==> config.mk <==
export PLATFORM = sky130hd
export DESIGN_NAME = ocv_soc_recalibration_unit_flat
export DESIGN_NICKNAME = d
export VERILOG_FILES = /design/src/hw/rtl/ocvr_pkg.sv /design/src/hw/rtl/ocvr_if.sv /design/src/hw/rtl/ocv_soc_recalibration_unit.sv /design/src/flat_wrapper.sv
export SDC_FILE = /design/constraint.sdc
export NUM_CORES = 2
export LEC_CHECK = 0
export ABC_AREA = 1
export BUFFER_PORTS_ARGS = -buffer_cell sky130_fd_sc_hd__buf_2
export CORE_ASPECT_RATIO = 2
export CORE_MARGIN = 2
export CORE_UTILIZATION = 45
export CTS_CLUSTER_DIAMETER = 100
export CTS_CLUSTER_SIZE = 40
export DETAILED_ROUTE_END_ITERATION = 12
export HOLD_SLACK_MARGIN = 0.08
export PLACE_DENSITY = 0.63
export SETUP_SLACK_MARGIN = 0.5
export SLEW_MARGIN = 25
export SYNTH_ARGS = -nofsm -noshare
export SYNTH_HDL_FRONTEND = slang
export SYNTH_SLANG_ARGS = --single-unit
export TNS_END_PERCENT = 1
==> constraint.sdc <==
create_clock -name clk -period 13.9 [get_ports clk]
set_input_delay 2.78 -clock clk [delete_from_list [all_inputs] [get_ports clk]]
set_output_delay 2.78 -clock clk [all_outputs]
set_load 0.005 [all_outputs]
==> src/hw/rtl/ocvr_pkg.sv <==
// ----------------------------------------------------------------------------
// ocvr_pkg
// Types, widths and the OCV table of the SOC recalibration unit.
// ----------------------------------------------------------------------------
package ocvr_pkg;

    localparam int TABLE_POINTS = 21;
    localparam int SEG_W        = $clog2(TABLE_POINTS);

    localparam int REST_W     = 32;
    localparam int VOLT_W     = 16;
    localparam int SOC_W      = 14;
    localparam int DEC_W      = 3;
    localparam int DRIFT_W    = 15;
    localparam int WEIGHT_W   = 11;
    localparam int CFG_IDX_W  = 2;
    localparam int CFG_DATA_W = 32;

    // interpolation divide: quotient = (num * RECIP) >> DIV_K, then one fixup
    localparam int NUM_W   = 31;
    localparam int DIV_K   = 31;
    localparam int RECIP_W = 32;
    localparam int ACC_W   = 25;

    localparam logic [SOC_W-1:0]    SOC_FULL   = 14'd10000;
    localparam logic [WEIGHT_W-1:0] WEIGHT_ONE = 11'd1024;
    localparam logic [ACC_W-1:0]    BLEND_HALF = 25'd512;

    localparam logic [REST_W-1:0]   REST_THRESHOLD_RST = 32'd600;
    localparam logic [WEIGHT_W-1:0] SAVED_WEIGHT_RST   = 11'd307;
    localparam logic [SOC_W-1:0]    DEFAULT_SOC_RST    = 14'd5000;

    typedef enum logic [DEC_W-1:0] {
        DEC_DEFAULT = 3'd0,
        DEC_OCV     = 3'd1,
        DEC_SAVED   = 3'd2,
        DEC_BLEND   = 3'd3,
        DEC_KEEP    = 3'd4
    } dec_t;

    typedef enum logic [CFG_IDX_W-1:0] {
        CFG_REST_THRESHOLD = 2'd0,
        CFG_SAVED_WEIGHT   = 2'd1,
        CFG_DEFAULT_SOC    = 2'd2
    } cfg_idx_t;

    typedef enum logic [1:0] {
        OCV_ZERO   = 2'd0,
        OCV_FULL   = 2'd1,
        OCV_INTERP = 2'd2
    } ocv_mode_t;

    // rising table voltages, 0.1 mV
    localparam logic [VOLT_W-1:0] OCV_VOLT [TABLE_POINTS] = '{
        16'd33550, 16'd35010, 16'd35830, 16'd36200, 16'd36430, 16'd36600, 16'd36770,
        16'd36940, 16'd37120, 16'd37320, 16'd37550, 16'd37810, 16'd38120, 16'd38470,
        16'd38860, 16'd39290, 16'd39780, 16'd40330, 16'd40940, 16'd41560, 16'd41930
    };

    // evenly spaced SOC points, 0.01 percent
    localparam logic [SOC_W-1:0] SOC_GRID [TABLE_POINTS] = '{
        14'd0,    14'd500,  14'd1000, 14'd1500, 14'd2000, 14'd2500, 14'd3000,
        14'd3500, 14'd4000, 14'd4500, 14'd5000, 14'd5500, 14'd6000, 14'd6500,
        14'd7000, 14'd7500, 14'd8000, 14'd8500, 14'd9000, 14'd9500, 14'd10000
    };

    localparam logic [63:0] RECIP_ONE = 64'd1 << DIV_K;

    // floor(2^DIV_K / segment width), indexed by the upper point of the segment
    localparam logic [RECIP_W-1:0] RECIP [TABLE_POINTS] = '{
        32'd0,
        32'(RECIP_ONE / 64'(OCV_VOLT[1]  - OCV_VOLT[0])),
        32'(RECIP_ONE / 64'(OCV_VOLT[2]  - OCV_VOLT[1])),
        32'(RECIP_ONE / 64'(OCV_VOLT[3]  - OCV_VOLT[2])),
        32'(RECIP_ONE / 64'(OCV_VOLT[4]  - OCV_VOLT[3])),
        32'(RECIP_ONE / 64'(OCV_VOLT[5]  - OCV_VOLT[4])),
        32'(RECIP_ONE / 64'(OCV_VOLT[6]  - OCV_VOLT[5])),
        32'(RECIP_ONE / 64'(OCV_VOLT[7]  - OCV_VOLT[6])),
        32'(RECIP_ONE / 64'(OCV_VOLT[8]  - OCV_VOLT[7])),
        32'(RECIP_ONE / 64'(OCV_VOLT[9]  - OCV_VOLT[8])),
        32'(RECIP_ONE / 64'(OCV_VOLT[10] - OCV_VOLT[9])),
        32'(RECIP_ONE / 64'(OCV_VOLT[11] - OCV_VOLT[10])),
        32'(RECIP_ONE / 64'(OCV_VOLT[12] - OCV_VOLT[11])),
        32'(RECIP_ONE / 64'(OCV_VOLT[13] - OCV_VOLT[12])),
        32'(RECIP_ONE / 64'(OCV_VOLT[14] - OCV_VOLT[13])),
        32'(RECIP_ONE / 64'(OCV_VOLT[15] - OCV_VOLT[14])),
        32'(RECIP_ONE / 64'(OCV_VOLT[16] - OCV_VOLT[15])),
        32'(RECIP_ONE / 64'(OCV_VOLT[17] - OCV_VOLT[16])),
        32'(RECIP_ONE / 64'(OCV_VOLT[18] - OCV_VOLT[17])),
        32'(RECIP_ONE / 64'(OCV_VOLT[19] - OCV_VOLT[18])),
        32'(RECIP_ONE / 64'(OCV_VOLT[20] - OCV_VOLT[19]))
    };

endpackage

==> src/hw/rtl/ocvr_if.sv <==
// ----------------------------------------------------------------------------
// ocvr_if
// Valid/ready channels of the recalibration unit: key-on request, result.
// ----------------------------------------------------------------------------
interface ocvr_req_if;
    logic                          valid;
    logic                          ready;
    logic [ocvr_pkg::REST_W-1:0]   rest_time;
    logic                          have_voltage;
    logic [ocvr_pkg::VOLT_W-1:0]   cell_voltage;
    logic                          have_saved;
    logic [ocvr_pkg::SOC_W-1:0]    saved_soc;

    modport source (
        output valid, rest_time, have_voltage, cell_voltage, have_saved, saved_soc,
        input  ready
    );
    modport sink (
        input  valid, rest_time, have_voltage, cell_voltage, have_saved, saved_soc,
        output ready
    );
endinterface

interface ocvr_rsp_if;
    logic                               valid;
    logic                               ready;
    logic [ocvr_pkg::SOC_W-1:0]         active_soc;
    logic [ocvr_pkg::DEC_W-1:0]         decision;
    logic [ocvr_pkg::SOC_W-1:0]         ocv_soc;
    logic signed [ocvr_pkg::DRIFT_W-1:0] drift;

    modport source (
        output valid, active_soc, decision, ocv_soc, drift,
        input  ready
    );
    modport sink (
        input  valid, active_soc, decision, ocv_soc, drift,
        output ready
    );
endinterface

==> src/hw/rtl/ocv_soc_recalibration_unit.sv <==
// ----------------------------------------------------------------------------
// ocv_soc_recalibration_unit
// Six register stages lie between request accept and result valid.
// Throughput: one request per cycle unless rsp.ready stalls the pipeline; the
//   multiply stages of the table divide and the blend are each fully pipelined.
// Reset: valid bits cleared, config registers back to 600 s / 307 / 5000.
// ----------------------------------------------------------------------------
module ocv_soc_recalibration_unit (
    input  logic                            clk,
    input  logic                            rst_n,
    ocvr_req_if.sink                        req,
    ocvr_rsp_if.source                      rsp,
    input  logic                            cfg_we,
    input  logic [ocvr_pkg::CFG_IDX_W-1:0]  cfg_index,
    input  logic [ocvr_pkg::CFG_DATA_W-1:0] cfg_wdata
);
    import ocvr_pkg::*;

    // ---------------- configuration ----------------
    logic [REST_W-1:0]   rest_thr_reg;
    logic [WEIGHT_W-1:0] saved_weight_reg;
    logic [SOC_W-1:0]    default_soc_reg;

    always_ff @(posedge clk or negedge rst_n)
    begin
        if (!rst_n)
        begin
            rest_thr_reg     <= REST_THRESHOLD_RST;
            saved_weight_reg <= SAVED_WEIGHT_RST;
            default_soc_reg  <= DEFAULT_SOC_RST;
        end
        else if (cfg_we)
        begin
            case (cfg_idx_t'(cfg_index))
                CFG_REST_THRESHOLD: rest_thr_reg     <= cfg_wdata[REST_W-1:0];
                CFG_SAVED_WEIGHT:   saved_weight_reg <= cfg_wdata[WEIGHT_W-1:0];
                CFG_DEFAULT_SOC:    default_soc_reg  <= cfg_wdata[SOC_W-1:0];
                default:            ;
            endcase
        end
    end

    // ---------------- stage enables ----------------
    logic s1_valid_reg, s2_valid_reg, s3_valid_reg, s4_valid_reg, s5_valid_reg;
    logic out_valid_reg;
    logic en1, en2, en3, en4, en5, en6;

    assign en6 = !out_valid_reg || rsp.ready;
    assign en5 = !s5_valid_reg || en6;
    assign en4 = !s4_valid_reg || en5;
    assign en3 = !s3_valid_reg || en4;
    assign en2 = !s2_valid_reg || en3;
    assign en1 = !s1_valid_reg || en2;

    assign req.ready = en1;

    always_ff @(posedge clk or negedge rst_n)
    begin
        if (!rst_n)
        begin
            s1_valid_reg  <= 1'b0;
            s2_valid_reg  <= 1'b0;
            s3_valid_reg  <= 1'b0;
            s4_valid_reg  <= 1'b0;
            s5_valid_reg  <= 1'b0;
            out_valid_reg <= 1'b0;
        end
        else
        begin
            if (en1) s1_valid_reg  <= req.valid;
            if (en2) s2_valid_reg  <= s1_valid_reg;
            if (en3) s3_valid_reg  <= s2_valid_reg;
            if (en4) s4_valid_reg  <= s3_valid_reg;
            if (en5) s5_valid_reg  <= s4_valid_reg;
            if (en6) out_valid_reg <= s5_valid_reg;
        end
    end

    // ---------------- stage 1: segment search, decision ----------------
    logic [TABLE_POINTS-1:0] volt_gt;
    logic [SEG_W-1:0]        seg_next;
    ocv_mode_t               mode_next;
    dec_t                    dec_next;
    logic [SOC_W-1:0]        saved_next;

    always_comb
    begin
        for (int k = 0; k < TABLE_POINTS; k++)
            volt_gt[k] = req.cell_voltage > OCV_VOLT[k];

        // thermometer edge marks the first point at or above the voltage
        seg_next = '0;
        for (int k = 1; k < TABLE_POINTS; k++)
            if (volt_gt[k-1] && !volt_gt[k])
                seg_next = seg_next | SEG_W'(k);

        if (!req.have_voltage || !volt_gt[0])
            mode_next = OCV_ZERO;
        else if (volt_gt[TABLE_POINTS-1])
            mode_next = OCV_FULL;
        else
            mode_next = OCV_INTERP;

        saved_next = (req.saved_soc > SOC_FULL) ? SOC_FULL : req.saved_soc;

        if (!req.have_saved)
            dec_next = req.have_voltage ? DEC_OCV : DEC_DEFAULT;
        else if (req.rest_time < rest_thr_reg)
            dec_next = DEC_SAVED;
        else if (req.have_voltage)
            dec_next = DEC_BLEND;
        else
            dec_next = DEC_KEEP;
    end

    logic [SEG_W-1:0]  s1_seg_reg;
    ocv_mode_t         s1_mode_reg;
    dec_t              s1_dec_reg;
    logic [SOC_W-1:0]  s1_saved_reg;
    logic [VOLT_W-1:0] s1_volt_reg;

    always_ff @(posedge clk)
    begin
        if (en1)
        begin
            s1_seg_reg   <= seg_next;
            s1_mode_reg  <= mode_next;
            s1_dec_reg   <= dec_next;
            s1_saved_reg <= saved_next;
            s1_volt_reg  <= req.cell_voltage;
        end
    end

    // ---------------- stage 2: numerator ----------------
    logic [SEG_W-1:0]  seg_lo;
    logic [VOLT_W-1:0] lo_volt;
    logic [VOLT_W-1:0] dv_next;
    logic [VOLT_W-1:0] dvolt;
    logic [SOC_W-1:0]  lo_soc_next;
    logic [SOC_W-1:0]  dsoc;
    logic [NUM_W-1:0]  num_next;

    always_comb
    begin
        seg_lo      = (s1_seg_reg == '0) ? '0 : s1_seg_reg - SEG_W'(1);
        lo_volt     = OCV_VOLT[seg_lo];
        dv_next     = OCV_VOLT[s1_seg_reg] - lo_volt;
        dvolt       = s1_volt_reg - lo_volt;
        lo_soc_next = SOC_GRID[seg_lo];
        dsoc        = SOC_GRID[s1_seg_reg] - lo_soc_next;
        // rounded half up: + dv/2 before the divide
        num_next    = NUM_W'(dvolt) * NUM_W'(dsoc) + NUM_W'(dv_next >> 1);
    end

    logic [SEG_W-1:0]  s2_seg_reg;
    ocv_mode_t         s2_mode_reg;
    dec_t              s2_dec_reg;
    logic [SOC_W-1:0]  s2_saved_reg;
    logic [NUM_W-1:0]  s2_num_reg;
    logic [VOLT_W-1:0] s2_dv_reg;
    logic [SOC_W-1:0]  s2_lo_soc_reg;

    always_ff @(posedge clk)
    begin
        if (en2)
        begin
            s2_seg_reg    <= s1_seg_reg;
            s2_mode_reg   <= s1_mode_reg;
            s2_dec_reg    <= s1_dec_reg;
            s2_saved_reg  <= s1_saved_reg;
            s2_num_reg    <= num_next;
            s2_dv_reg     <= dv_next;
            s2_lo_soc_reg <= lo_soc_next;
        end
    end

    // ---------------- stage 3: reciprocal multiply ----------------
    logic [NUM_W+RECIP_W-1:0] recip_prod;
    logic [SOC_W-1:0]         q_est_next;

    always_comb
    begin
        recip_prod = (NUM_W+RECIP_W)'(s2_num_reg) * (NUM_W+RECIP_W)'(RECIP[s2_seg_reg]);
        // estimate is the true quotient or one below it
        q_est_next = recip_prod[DIV_K +: SOC_W];
    end

    ocv_mode_t         s3_mode_reg;
    dec_t              s3_dec_reg;
    logic [SOC_W-1:0]  s3_saved_reg;
    logic [NUM_W-1:0]  s3_num_reg;
    logic [VOLT_W-1:0] s3_dv_reg;
    logic [SOC_W-1:0]  s3_lo_soc_reg;
    logic [SOC_W-1:0]  s3_q_est_reg;

    always_ff @(posedge clk)
    begin
        if (en3)
        begin
            s3_mode_reg   <= s2_mode_reg;
            s3_dec_reg    <= s2_dec_reg;
            s3_saved_reg  <= s2_saved_reg;
            s3_num_reg    <= s2_num_reg;
            s3_dv_reg     <= s2_dv_reg;
            s3_lo_soc_reg <= s2_lo_soc_reg;
            s3_q_est_reg  <= q_est_next;
        end
    end

    // ---------------- stage 4: back-multiply ----------------
    logic [NUM_W-1:0] back_next;

    assign back_next = NUM_W'(s3_q_est_reg) * NUM_W'(s3_dv_reg);

    ocv_mode_t         s4_mode_reg;
    dec_t              s4_dec_reg;
    logic [SOC_W-1:0]  s4_saved_reg;
    logic [NUM_W-1:0]  s4_num_reg;
    logic [VOLT_W-1:0] s4_dv_reg;
    logic [SOC_W-1:0]  s4_lo_soc_reg;
    logic [SOC_W-1:0]  s4_q_est_reg;
    logic [NUM_W-1:0]  s4_back_reg;

    always_ff @(posedge clk)
    begin
        if (en4)
        begin
            s4_mode_reg   <= s3_mode_reg;
            s4_dec_reg    <= s3_dec_reg;
            s4_saved_reg  <= s3_saved_reg;
            s4_num_reg    <= s3_num_reg;
            s4_dv_reg     <= s3_dv_reg;
            s4_lo_soc_reg <= s3_lo_soc_reg;
            s4_q_est_reg  <= s3_q_est_reg;
            s4_back_reg   <= back_next;
        end
    end

    // ---------------- stage 5: quotient fixup, OCV SOC ----------------
    logic [NUM_W-1:0] rem;
    logic [SOC_W-1:0] quot;
    logic [SOC_W-1:0] ocv_next;

    always_comb
    begin
        rem  = s4_num_reg - s4_back_reg;
        quot = s4_q_est_reg + SOC_W'(rem >= NUM_W'(s4_dv_reg));
        case (s4_mode_reg)
            OCV_ZERO:   ocv_next = '0;
            OCV_FULL:   ocv_next = SOC_FULL;
            OCV_INTERP: ocv_next = s4_lo_soc_reg + quot;
            default:    ocv_next = '0;
        endcase
    end

    dec_t             s5_dec_reg;
    logic [SOC_W-1:0] s5_saved_reg;
    logic [SOC_W-1:0] s5_ocv_reg;

    always_ff @(posedge clk)
    begin
        if (en5)
        begin
            s5_dec_reg   <= s4_dec_reg;
            s5_saved_reg <= s4_saved_reg;
            s5_ocv_reg   <= ocv_next;
        end
    end

    // ---------------- stage 6: blend, result register ----------------
    logic [WEIGHT_W-1:0]      weight;
    logic [ACC_W-1:0]         blend_acc;
    logic [SOC_W-1:0]         blend_soc;
    logic [SOC_W-1:0]         default_sat;
    logic [SOC_W-1:0]         active_next;
    logic signed [DRIFT_W-1:0] drift_next;

    always_comb
    begin
        weight      = (saved_weight_reg > WEIGHT_ONE) ? WEIGHT_ONE : saved_weight_reg;
        blend_acc   = ACC_W'(weight) * ACC_W'(s5_saved_reg)
                    + ACC_W'(WEIGHT_ONE - weight) * ACC_W'(s5_ocv_reg)
                    + BLEND_HALF;
        blend_soc   = (blend_acc[ACC_W-1:10] > (ACC_W-10)'(SOC_FULL))
                    ? SOC_FULL : blend_acc[10 +: SOC_W];
        default_sat = (default_soc_reg > SOC_FULL) ? SOC_FULL : default_soc_reg;
        drift_next  = '0;

        case (s5_dec_reg)
            DEC_DEFAULT: active_next = default_sat;
            DEC_OCV:     active_next = s5_ocv_reg;
            DEC_SAVED:   active_next = s5_saved_reg;
            DEC_BLEND:
            begin
                active_next = blend_soc;
                drift_next  = $signed({1'b0, s5_saved_reg}) - $signed({1'b0, s5_ocv_reg});
            end
            DEC_KEEP:    active_next = s5_saved_reg;
            default:     active_next = s5_saved_reg;
        endcase
    end

    logic [SOC_W-1:0]          out_active_reg;
    dec_t                      out_dec_reg;
    logic [SOC_W-1:0]          out_ocv_reg;
    logic signed [DRIFT_W-1:0] out_drift_reg;

    always_ff @(posedge clk)
    begin
        if (en6)
        begin
            out_active_reg <= active_next;
            out_dec_reg    <= s5_dec_reg;
            out_ocv_reg    <= s5_ocv_reg;
            out_drift_reg  <= drift_next;
        end
    end

    assign rsp.valid      = out_valid_reg;
    assign rsp.active_soc = out_active_reg;
    assign rsp.decision   = out_dec_reg;
    assign rsp.ocv_soc    = out_ocv_reg;
    assign rsp.drift      = out_drift_reg;

endmodule

==> src/flat_wrapper.sv <==
// flat-port wrapper written by rule: the top's interface ports become plain ports
module ocv_soc_recalibration_unit_flat import ocvr_pkg::*;
  (clk, rst_n, cfg_we, cfg_index, cfg_wdata, req_valid, req_rest_time, req_have_voltage, req_cell_voltage, req_have_saved, req_saved_soc, req_ready, rsp_valid, rsp_active_soc, rsp_decision, rsp_ocv_soc, rsp_drift, rsp_ready);
  ocvr_req_if req_i ();
  ocvr_rsp_if rsp_i ();
  input  logic clk;
  input  logic rst_n;
  input  logic cfg_we;
  input  logic [ocvr_pkg::CFG_IDX_W-1:0] cfg_index;
  input  logic [ocvr_pkg::CFG_DATA_W-1:0] cfg_wdata;
  input wire logic [$bits(req_i.valid)-1:0] req_valid;
  input wire logic [$bits(req_i.rest_time)-1:0] req_rest_time;
  input wire logic [$bits(req_i.have_voltage)-1:0] req_have_voltage;
  input wire logic [$bits(req_i.cell_voltage)-1:0] req_cell_voltage;
  input wire logic [$bits(req_i.have_saved)-1:0] req_have_saved;
  input wire logic [$bits(req_i.saved_soc)-1:0] req_saved_soc;
  output wire logic [$bits(req_i.ready)-1:0] req_ready;
  output wire logic [$bits(rsp_i.valid)-1:0] rsp_valid;
  output wire logic [$bits(rsp_i.active_soc)-1:0] rsp_active_soc;
  output wire logic [$bits(rsp_i.decision)-1:0] rsp_decision;
  output wire logic [$bits(rsp_i.ocv_soc)-1:0] rsp_ocv_soc;
  output wire logic [$bits(rsp_i.drift)-1:0] rsp_drift;
  input wire logic [$bits(rsp_i.ready)-1:0] rsp_ready;
  assign req_i.valid = req_valid;
  assign req_i.rest_time = req_rest_time;
  assign req_i.have_voltage = req_have_voltage;
  assign req_i.cell_voltage = req_cell_voltage;
  assign req_i.have_saved = req_have_saved;
  assign req_i.saved_soc = req_saved_soc;
  assign req_ready = req_i.ready;
  assign rsp_valid = rsp_i.valid;
  assign rsp_active_soc = rsp_i.active_soc;
  assign rsp_decision = rsp_i.decision;
  assign rsp_ocv_soc = rsp_i.ocv_soc;
  assign rsp_drift = rsp_i.drift;
  assign rsp_i.ready = rsp_ready;
  ocv_soc_recalibration_unit u_core (.clk(clk), .rst_n(rst_n), .req(req_i), .rsp(rsp_i), .cfg_we(cfg_we), .cfg_index(cfg_index), .cfg_wdata(cfg_wdata));
endmodule
==> key figures <==
Outcome
  – Status: finished clean

Critical path
  – Critical path endpoint category: flop
  – CP Buf/Inv Count: 6
  – Crit Path Class: flop to flop
  – Slowest stage cell, crit path: edfxtp_1
  – Crit start category: flop
  – Slowest cell delay on critical path: 0.81 ns
  – Crit path arrival time: 11.83 ns
  – R2R setup slack: 2.44 ns
  – Reg2Reg Depth: 41
  – Critical Path RT: 14.26 ns
  – Reg-to-Reg End: u_core.s2_num_reg[30]
  – CP top delay family: adder cells
  – Worst R2R Start: u_core.s1_seg_reg[2]
  – CP max FO: 20

Global routing
  – Largest net degree at the start of global routing: 70
  – Initial antenna violation count: 7
  – GR Overflow Total: 0
  – Vias in the first global route: 61,320
  – GRT Overall Usage: 29.59%
  – Global-route wire length before repair: 353,700 um

STA
  – Worst Tran Pin Value: 1.103 ns
  – Relative slew slack: 26.45%
  – Fin. max-slew vios: 0
  – Maximum clock frequency: 0.08723 GHz
  – Final period utilization: 82.48%
  – Clock Skews: 0.04355 ns
  – RSZ-0062 raised after global routing: no
  – Hold Vio Cnt, Final: 0
  – Total negative slack: 0 ns
  – Fin worst setup slack: 2.436 ns
  – Final Setup Violations: 0
  – Hold WS: 0.3987 ns
  – Tmin final: 11.46 ns

Route
  – Pre-Repair DR Iteration Count: 6
  – WL per Instance: 22.60 um
  – Initial DRC count: 3,239
  – Vias: 55,060
  – ANT nets after route: 0
  – Drt total wl: 231,300 um
  – Mean number of vias per cell: 5.380
  – DRC Markers: 0

Finish
  – Layout Nets: 10,130
  – Area taken by flip-flops and latches: 0.01373 mm2
  – Max reg flops: 32
  – Ratio of cells with drive above 1 in the final layout: 4.386%
  – Filler cells: 15,270
  – Multi-input logic area: 0.04838 mm2
  – Area Growth Syn to Fin: 5.757%

Logic synthesis
  – Largest family of logic cells by synthesized area: adder cells
  – Syn Area/Cell: 8.720 um2
  – Sequential area share after synthesis: 19.45%
  – Post-synth EDFFs: 404
  – Netlist cell types: 68
  – Compound-Gate Fraction of Synth Area: 5.689%
  – Post-synthesis register bit count: 467
  – Mapped Cells: 8,091
  – Adder-cell share of the synthesized area: 46.19%
  – Async S/R FF share, synth: 13.49%
  – Simple-gate share of the synthesized area: 14.56%
  – Post-synthesis mux area share: 0%
  – YS warnings: 0
  – Area share of xor/xnor cells in the synthesized design: 1.848%
  – Main flop type after synthesis: edfxtp_1
  – Post-Syn Area: 0.07055 mm2

Die
  – Placeable Area: 0.1560 mm2
  – Die Width: 284.0 um
  – Full die area: 0.1602 mm2
  – Initial core utilization: 45.24%
  – Die height: 564.0 um
  – Top-Level Pins: 151
  – Std cell rows: 205

CTS
  – Total CTS buffers: 20
  – CTS resizes: 0
  – H-tree level count: 1
  – CTS Root Buffer Type: clkbuf_16
  – Sink Count: 467
  – Clock Latency Late Sink: 0.65 ns
  – Hold-fix buffers, CTS: 0
  – Reg clk slew, reported paths: 0.14 ns
  – CTS tree: done
  – Setup bufs post-CTS: 0
  – CTS max path bufs: 3

Job
  – Max cap viols: 0

Placement
  – DP HPWL: 189,300 um
  – RePlAce Congestion: 1.051
  – PortBufs: 150
  – Pre-CTS setup slack: 2.583 ns

Min path
  – Hold path cells: 0
  – HP Class: flop to flop
  – WHS Endpoint: u_core.s2_saved_reg[7]
  – Min-delay src: u_core.s1_saved_reg[7]
cells in the mapped netlist, types with 6 or more instances:
| master | count | area (um2) |
|---|---|---|
| o21ai_1 | 15 | 75.07 |
| o21a_1 | 13 | 97.59 |
| buf_2 | 7 | 35.03 |
| fa_1 | 1209 | 24200 |
| xnor2_1 | 44 | 385.4 |
| o211ai_1 | 17 | 127.6 |
| nand4_1 | 41 | 256.5 |
| o21ai_0 | 201 | 1006 |
| nor4_1 | 18 | 112.6 |
| o21bai_1 | 13 | 97.59 |
| or2_2 | 19 | 118.9 |
| clkbuf_1 | 207 | 777.0 |
| nor2_1 | 686 | 2575 |
| a31oi_1 | 27 | 168.9 |
| clkinv_1 | 19 | 71.32 |
| inv_1 | 2025 | 7601 |
| ha_1 | 670 | 8383 |
| xor2_1 | 103 | 902.1 |
| o221ai_1 | 11 | 96.34 |
| nand3_1 | 127 | 635.6 |
| edfxtp_1 | 404 | 12130 |
| a21oi_1 | 318 | 1592 |
| a21o_1 | 17 | 127.6 |
| dfstp_2 | 14 | 367.9 |
| o31ai_1 | 13 | 97.59 |
| nor3_1 | 42 | 210.2 |
| o2111ai_1 | 6 | 52.55 |
| a211oi_1 | 9 | 67.56 |
| dfrtp_1 | 49 | 1226 |
| buf_1 | 12 | 45.04 |
| inv_2 | 17 | 63.81 |
| nand2_1 | 1631 | 6122 |
logic make-up (layout without fill, tap and decap cells):
family	after synthesis	after routing
DFF	467	467
AOI/OAI and AO/OA	706	706
and+or+nand+nor	2596	2596
other	2	35
buffers and inverters	2293	2333
adders and majority gates	1879	1879
xor gates and xnor gates	148	148
layer usage:
layer	GRT usage (%)	share of wire, %	up-vias	routed length (um)
met2	56.88	54	2188	124700
met4	26.52	11	6	26460
li1	-	-	24400	-
met1	26.68	30	27430	68330
met5	0	0.018	-	41
met3	3.840	5.1	1037	11790
how the worst max path moves through the flow:
stage | from | endpoint | slack (ns) | cells past startpoint
2_1_floorplan | rsp_ready | req_ready | 1.07 | 10
3_3_place_gp | u_core.s1_seg_reg[2] | u_core.s2_num_reg[27] | 2.63 | 44
3_5_place_dp | u_core.s1_seg_reg[2] | u_core.s2_num_reg[30] | 2.58 | 41
4_1_cts | u_core.s1_seg_reg[2] | u_core.s2_num_reg[27] | 2.52 | 44
5_1_grt | u_core.s1_seg_reg[2] | u_core.s2_num_reg[27] | 1.61 | 44
6_report | u_core.s1_seg_reg[2] | u_core.s2_num_reg[30] | 2.44 | 41
placed cells by master (no fill, tap or decap), types with 6 or more instances in the layout:
cell type / netlist / final
edfxtp_1: 404 / 404
nand4_1: 41 / 41
dfstp_2: 14 / 14
o21bai_1: 13 / 13
conb_1: 2 / 33
o21ai_0: 201 / 201
a21oi_1: 318 / 318
nand2_2: 5 / 9
ha_1: 670 / 670
buf_2: 7 / 150
o21ai_1: 15 / 12
nor2_1: 686 / 686
buf_4: 3 / 87
dfrtp_1: 49 / 49
nor4_1: 18 / 18
a31oi_1: 27 / 27
o31ai_1: 13 / 13
clkinv_1: 19 / 20
clkbuf_16: 0 / 20
clkinv_16: 0 / 6
o211ai_1: 17 / 17
a21o_1: 17 / 17
xnor2_1: 44 / 44
inv_2: 17 / 18
o2111ai_1: 6 / 6
nand2_1: 1631 / 1627
nand3_1: 127 / 125
nor3_1: 42 / 42
fa_1: 1209 / 1209
a211oi_1: 9 / 9
or2_2: 19 / 19
inv_1: 2025 / 2020
o221ai_1: 11 / 11
xor2_1: 103 / 102
o21a_1: 13 / 13
metrics by stage:
stage | area (um2) | util (%) | cells
final | 74610 | 47.84 | 10230
after global placement | 73820 | 47.34 | 10200
after CTS | 74600 | 47.84 | 10230
after floorplan | 70670 | - | 8122
after global routing | 74610 | 47.84 | 10230
after detailed placement | 73840 | 47.35 | 10200
final cells by class:
class,count,share of cell area [%]
Multi-Input combinational cell,5362,64.85
Sequential cell,467,18.40
Inverter,2061,10.38
Tap cell,2070,3.471
Timing Repair Buffer,237,1.882
Clock buffer,23,0.6859
Clock inverter,12,0.3371
Antenna cell,2,0.006708
Power is left out: the tool's default activity adds up to more than one toggle a clock period on the data nets, which glitch-free logic cannot reach.
